===== src/hw/rtl/solpq_pkg.sv =====
// Shared types and codes of the sorted open list priority queue.
`default_nettype none
package solpq_pkg;

  localparam logic [2:0] OP_CLEAR = 3'd0;
  localparam logic [2:0] OP_PUSH  = 3'd1;
  localparam logic [2:0] OP_LOWER = 3'd2;
  localparam logic [2:0] OP_RAISE = 3'd3;
  localparam logic [2:0] OP_FIND  = 3'd4;

  localparam logic [1:0] ST_OK       = 2'd0;
  localparam logic [1:0] ST_FULL     = 2'd1;
  localparam logic [1:0] ST_BAD_HNDL = 2'd2;

  typedef enum logic [2:0] {
    K_NOP,
    K_CLEAR,
    K_PUSH,
    K_LOWER,
    K_RAISE,
    K_FIND
  } kind_t;

  typedef struct packed {
    kind_t       kind;
    logic [31:0] key;
    logic [7:0]  handle;
    logic [31:0] cost;
    logic        closed;
  } cmd_t;

endpackage
`default_nettype wire


===== src/hw/rtl/solpq_queue.sv =====
// Two-entry command queue between the front end and the sort engine.
`default_nettype none
module solpq_queue (
  input  wire logic            clk,
  input  wire logic            rst_n,
  input  wire logic            wr_valid,
  output logic                 wr_ready,
  input  wire solpq_pkg::cmd_t wr_cmd,
  output logic                 rd_valid,
  input  wire logic            rd_ready,
  output solpq_pkg::cmd_t      rd_cmd
);

  solpq_pkg::cmd_t slot_r [2];
  logic       wr_ptr_r, wr_ptr_nxt;
  logic       rd_ptr_r, rd_ptr_nxt;
  logic [1:0] count_r, count_nxt;
  logic       do_wr, do_rd;

  assign wr_ready = (count_r != 2'd2);
  assign rd_valid = (count_r != 2'd0);
  assign rd_cmd   = slot_r[rd_ptr_r];
  assign do_wr    = wr_valid && wr_ready;
  assign do_rd    = rd_valid && rd_ready;

  always_comb begin
    wr_ptr_nxt = do_wr ? ~wr_ptr_r : wr_ptr_r;
    rd_ptr_nxt = do_rd ? ~rd_ptr_r : rd_ptr_r;
    count_nxt  = count_r + {1'b0, do_wr} - {1'b0, do_rd};
  end

  always_ff @(posedge clk) begin
    if (!rst_n) begin
      wr_ptr_r <= 1'b0;
      rd_ptr_r <= 1'b0;
      count_r  <= 2'd0;
    end else begin
      wr_ptr_r <= wr_ptr_nxt;
      rd_ptr_r <= rd_ptr_nxt;
      count_r  <= count_nxt;
    end
  end

  always_ff @(posedge clk) begin
    if (do_wr) begin
      slot_r[wr_ptr_r] <= wr_cmd;
    end
  end

endmodule
`default_nettype wire


===== config.mk =====
export PLATFORM = sky130hd
export DESIGN_NAME = solpq_queue
export DESIGN_NICKNAME = d
export VERILOG_FILES = /design/src/hw/rtl/solpq_pkg.sv /design/src/hw/rtl/solpq_queue.sv
export SDC_FILE = /design/constraint.sdc
export NUM_CORES = 1
export LEC_CHECK = 0
export BUFFER_PORTS_ARGS = -buffer_cell sky130_fd_sc_hd__buf_2
export CAP_MARGIN = 25
export CORE_MARGIN = 2
export CORE_UTILIZATION = 25
export DETAILED_ROUTE_END_ITERATION = 10
export GPL_TIMING_DRIVEN = 0
export SYNTH_ARGS = -nofsm -noshare
export SYNTH_HDL_FRONTEND = slang
export SYNTH_SLANG_ARGS = --single-unit
export TNS_END_PERCENT = 30

===== constraint.sdc =====
create_clock -name clk -period 8.5 [get_ports clk]
set_input_delay 1.7 -clock clk [delete_from_list [all_inputs] [get_ports clk]]
set_output_delay 1.7 -clock clk [all_outputs]
set_load 0.005 [all_outputs]

# --- Word level (Yosys, flattened, before mapping) ---
# Memories as Yosys holds them, arrays and structs flattened. A register that Yosys moved wholly into a read port is not among the register bits.
# Index checks and enable logic that the tools add are counted.
word_totals:
  ff_bits: 4
  ram_bits: 152
  in_bits: 80
  output_inout_bits: 78
  mem_count: 1
mem_list:
  columns: ["memory", "depth", "word_bits", "read_ports", "rd_ports_with_merged_regs", "wr", "line", "source"]
  rows:
  - ["slot_r", 2, 76, 1, 1, 1, "solpq_queue.sv:14", "solpq_pkg::cmd_t slot_r [2];"]
op_classes:
  addsub: 2
  n_eq_ne: 1
  mux: 4
  bitwise: 2
  n_reduce_logical: 3
ops:
  columns: ["operator", "n"]
  rows:
  - ["two-way mux 1 bit", 4]
  - ["adder 2 x 1 -> 2 bit", 1]
  - ["logical AND 1 bit", 2]
  - ["inequality test 2 bit (second input constant)", 1]
  - ["inverter 1 bit", 2]
  - ["nonzero test 2 bit", 1]
  - ["subtractor 2 x 1 -> 2 bit", 1]

# --- Logic depth before layout (Yosys ltp) ---
logic_depth:
  word_depth: 4
  ltp_mapped: 8

# --- Worst setup path before layout ---
# OpenSTA, ideal clock, no wires.
synth_path:
  kind: "in2reg"
  from: "in wr_valid"
  to: "mem slot_r[0][0] (netlist name), enable pin"
  arrival_time_ns: 4.965
  required_ns: 7.989
  slack_ns: 3.024
  stages: 2
  cell_sequence: "nand2_1 nor2_1"
synth_via:
  elab_chain_len: 3
synth_lines:
  columns: ["item", "line", "source"]
  rows:
  - ["start: declaration", "solpq_queue.sv:6", "input wire logic wr_valid,"]
  - ["logical AND 1 bit", "solpq_queue.sv:23", "assign do_wr = wr_valid && wr_ready;"]
  - ["two-way mux 1 bit", "solpq_queue.sv:45", "if (do_wr) begin"]
  - ["two-way mux 1 bit (implied by the code)", "solpq_queue.sv:46", "slot_r[wr_ptr_r] <= wr_cmd;"]
  - ["end: declaration", "solpq_queue.sv:14", null]
# No other way between the ends.

==> summary.md <==
| Metric | Value |
|---|---|
| Clk slew on worst S/H paths | `0.06 ns` |
| Most frequent cell after synthesis | `edfxtp_1` |
| Clk pwr share | `0.329` |
| Dominant cells by area after synthesis | `edfxtp_1 (78%), mux2_4 (10%), mux2_2 (6.9%)` |
| Placed cells | `739` |
| Iteration-0 DRC Markers | `122` |
| CTS buffer count | `17` |
| Slew Limit Fails | `0` |
| Post-synthesis cell area | `0.00587 mm2` |
| Pint | `1.71 mW` |
| Peak VDD IR | `0.114 mV` |
| Post-CTS Setup Inserts | `0` |
| R2R cell count | `5` |
| Tot Pwr | `2.26 mW` |
| Post-Route Utilization | `0.332` |
| Cell at the slowest stage of the critical path | `dfxtp_1` |
| Routed WL | `11200 um` |
| Dpl hpwl | `7800 um` |
| Global-route wire length before repair | `17000 um` |
| GRT met3 Usage | `0.0405` |
| WP buf/inv | `3` |
| Crit start category | `register` |
| Hold_sp | `wr_ptr_r` |
| Max_slew headroom | `0.452` |
| Final setup viols | `0` |
| Final Skew | `0.00471 ns` |
| Crit path kind | `register to output pin` |
| CTS tree | `yes` |
| Pleak | `2.92 nW` |
| Clk Latency, worst-skew pair | `0.41 ns` |
| Cell taking the most area after synthesis | `edfxtp_1` |
| Share of layout cells above drive strength 1 | `0.611` |
| Die ar. | `0.0247 mm2` |
| Post-route ant nets | `0` |
| Pwr Density | `293 mW/mm2` |
| Vias per std cell | `3.79` |
| Outcome | `completed` |
| Worst R2R Start | `count_r[0]` |
| Global route hottest layer | `met2` |
| Die X | `157 um` |
| Nets@finish | `521` |
| Global-route met2 utilization | `0.158` |
| Largest net degree at the start of global routing | `41` |
| Sw Share | `0.244` |
| # diodes | `0` |
| Sequential share of the synthesized area | `0.794` |
| GR Util met1 | `0.102` |
| CORE AREA | `0.0233 mm2` |
| Post-CTS sizing | `0` |
| CP required | `6.80 ns` |
| CTS root buf | `clkbuf_16` |
| DRC viols | `0` |
| Synth Warn # | `0` |
| Clock sinks | `157` |
| Initial antenna violation count | `1` |
| Mapped Avg Cell Area | `22.6 um2` |
| RSZ-0062 raised after global routing | `false` |
| Gate power share | `0.228` |
| CTS Buffer Depth | `2` |
| Yosys cell types | `19` |
| Detailed-router iteration count before antenna repair | `4` |
| GR Overflow Total | `0` |
| Highest clock rate | `293 MHz` |
| Yosys top cell area share | `0.777` |
| Max-cap check violation count | `0` |
| Tcrit/Tclk final | `0.401` |
| CTS Hold Bufs | `0` |
| Setup TNS | `0 ns` |
| EDFF count, synth | `152` |
| Slowest stage delay, CP | `0.37 ns` |
| WL per Instance | `14.5 um` |
| Die H | `157 um` |
| Synth async-reset ratio | `0` |
| Worst Hold Depth | `2` |
| CP cell instances | `buf_4, buf_6, mux2_4, buf_2` |
| Slew @ Worst Pin | `0.821 ns` |
| Sequential power share | `0.443` |
| Final hold violations | `0` |
| Initial Utilization | `0.252` |
| CP endpoint kind | `output pin` |
| Crit path max-delay family | `buffers and inverters` |
| H-tree depth | `4` |
| Hold Slack | `0.526 ns` |
| Synth top cells by count | `edfxtp_1 (152), mux2_4 (40), mux2_2 (36)` |
| Row count | `56` |
| Crit path depth | `4` |
| GRT Util Overall | `0.0926` |
| Ys flop type | `edfxtp_1` |
| Non-Filler Instances | `769` |
| Hold Crit Class | `register to register` |
| CP max FO | `10` |
| Clock period minus worst slack | `3.41 ns` |
| WP data arrival | `1.71 ns` |
| Vias | `2918` |
| Vias in the first global route | `3249` |
| Synth Register Bits | `157` |
| Number of I/O port buffers | `157` |
| Area growth syn-to-layout | `31.3%` |
| IO Pins | `158` |
| Psw | `550 uW` |
| Cells after synthesis | `260` |
| Mapped Nets | `342` |
| Global placement routability congestion | `0.655` |
[routing by layer]
layer / up-vias / wire, um
li1: 1378 / -
met5: - / 13
met1: 1425 / 4670
met4: 2 / 97
met2: 104 / 5660
met3: 9 / 739
[worst register-to-register path, delay by kind of cell, from the launching register on]
kind	cells	cell delay (ns)
and+or+nand+nor	3	0.94
buffers and inverters	2	0.51
DFF	1	0.38
[cells by family (layout without fill, tap and decap cells)]
family / after synthesis / after routing / synth area share
compound gates: 1 / 1 / 0.00128
xor+xnor: 3 / 3 / 0.00448
fa+ha+maj: 2 / 2 / 0.00426
buf+inv: 9 / 199 / 0.0121
flops: 157 / 157 / 0.794
mux: 77 / 77 / 0.173
simple gates: 11 / 11 / 0.0104
[path summary, 6_finish.rpt]
check | end | slack [ns]
worst max-delay path | rd_cmd[42] | 5.09
worst min-delay path | wr_ptr_r | 0.53
worst max register to register | slot_r[0][43] | 6.35
worst min register to register | wr_ptr_r | 0.53
[per-stage QoR]
stage / worst slack (ns) / cell area, um2
after floorplan: 3.02 / 5870
after global placement: 0.962 / 7060
after detailed placement: 5.01 / 7140
after CTS: 5.00 / 7710
after global routing: 4.95 / 7710
final: 5.09 / 7710
[cells in the final DEF, fill, tap and decap left out, types with 3 or more instances in the layout]
cell and n:
buf_2 160, mux2_2 36, bufinv_16 3, buf_6 4, dfxtp_1 5, mux2_4 40
xnor2_1 3, clkinv_2 4, edfxtp_1 152, clkbuf_16 17
[power by group through the flow]
stage	sequential (mW)	clock (mW)	combinational, mW
floorplan	1.02	0	0.315
global placement	1.03	0	0.506
detailed placement	1.02	0	0.531
CTS	1.00	0.771	0.533
global route	1.01	0.806	0.569
finish	1.00	0.742	0.514
[registers in the layout (all words and copies together) (netlist names), named ones only]
signal	cells
rd_ptr_r	1
slot_r	152
count_r	2
wr_ptr_r	1
[area by class of cell]
| class | instances | area (um2) |
|---|---|---|
| fillers | 2265 | 15500 |
| plain buffers | 8 | 67.6 |
| multi-input cells | 94 | 1150 |
| inverters | 1 | 3.75 |
| clock inverters | 13 | 150 |
| flip-flops and latches | 157 | 4660 |
| clock buffers | 17 | 425 |
| repair buffers | 160 | 853 |
| well taps | 319 | 399 |
Power figures use the tool's default switching activity.
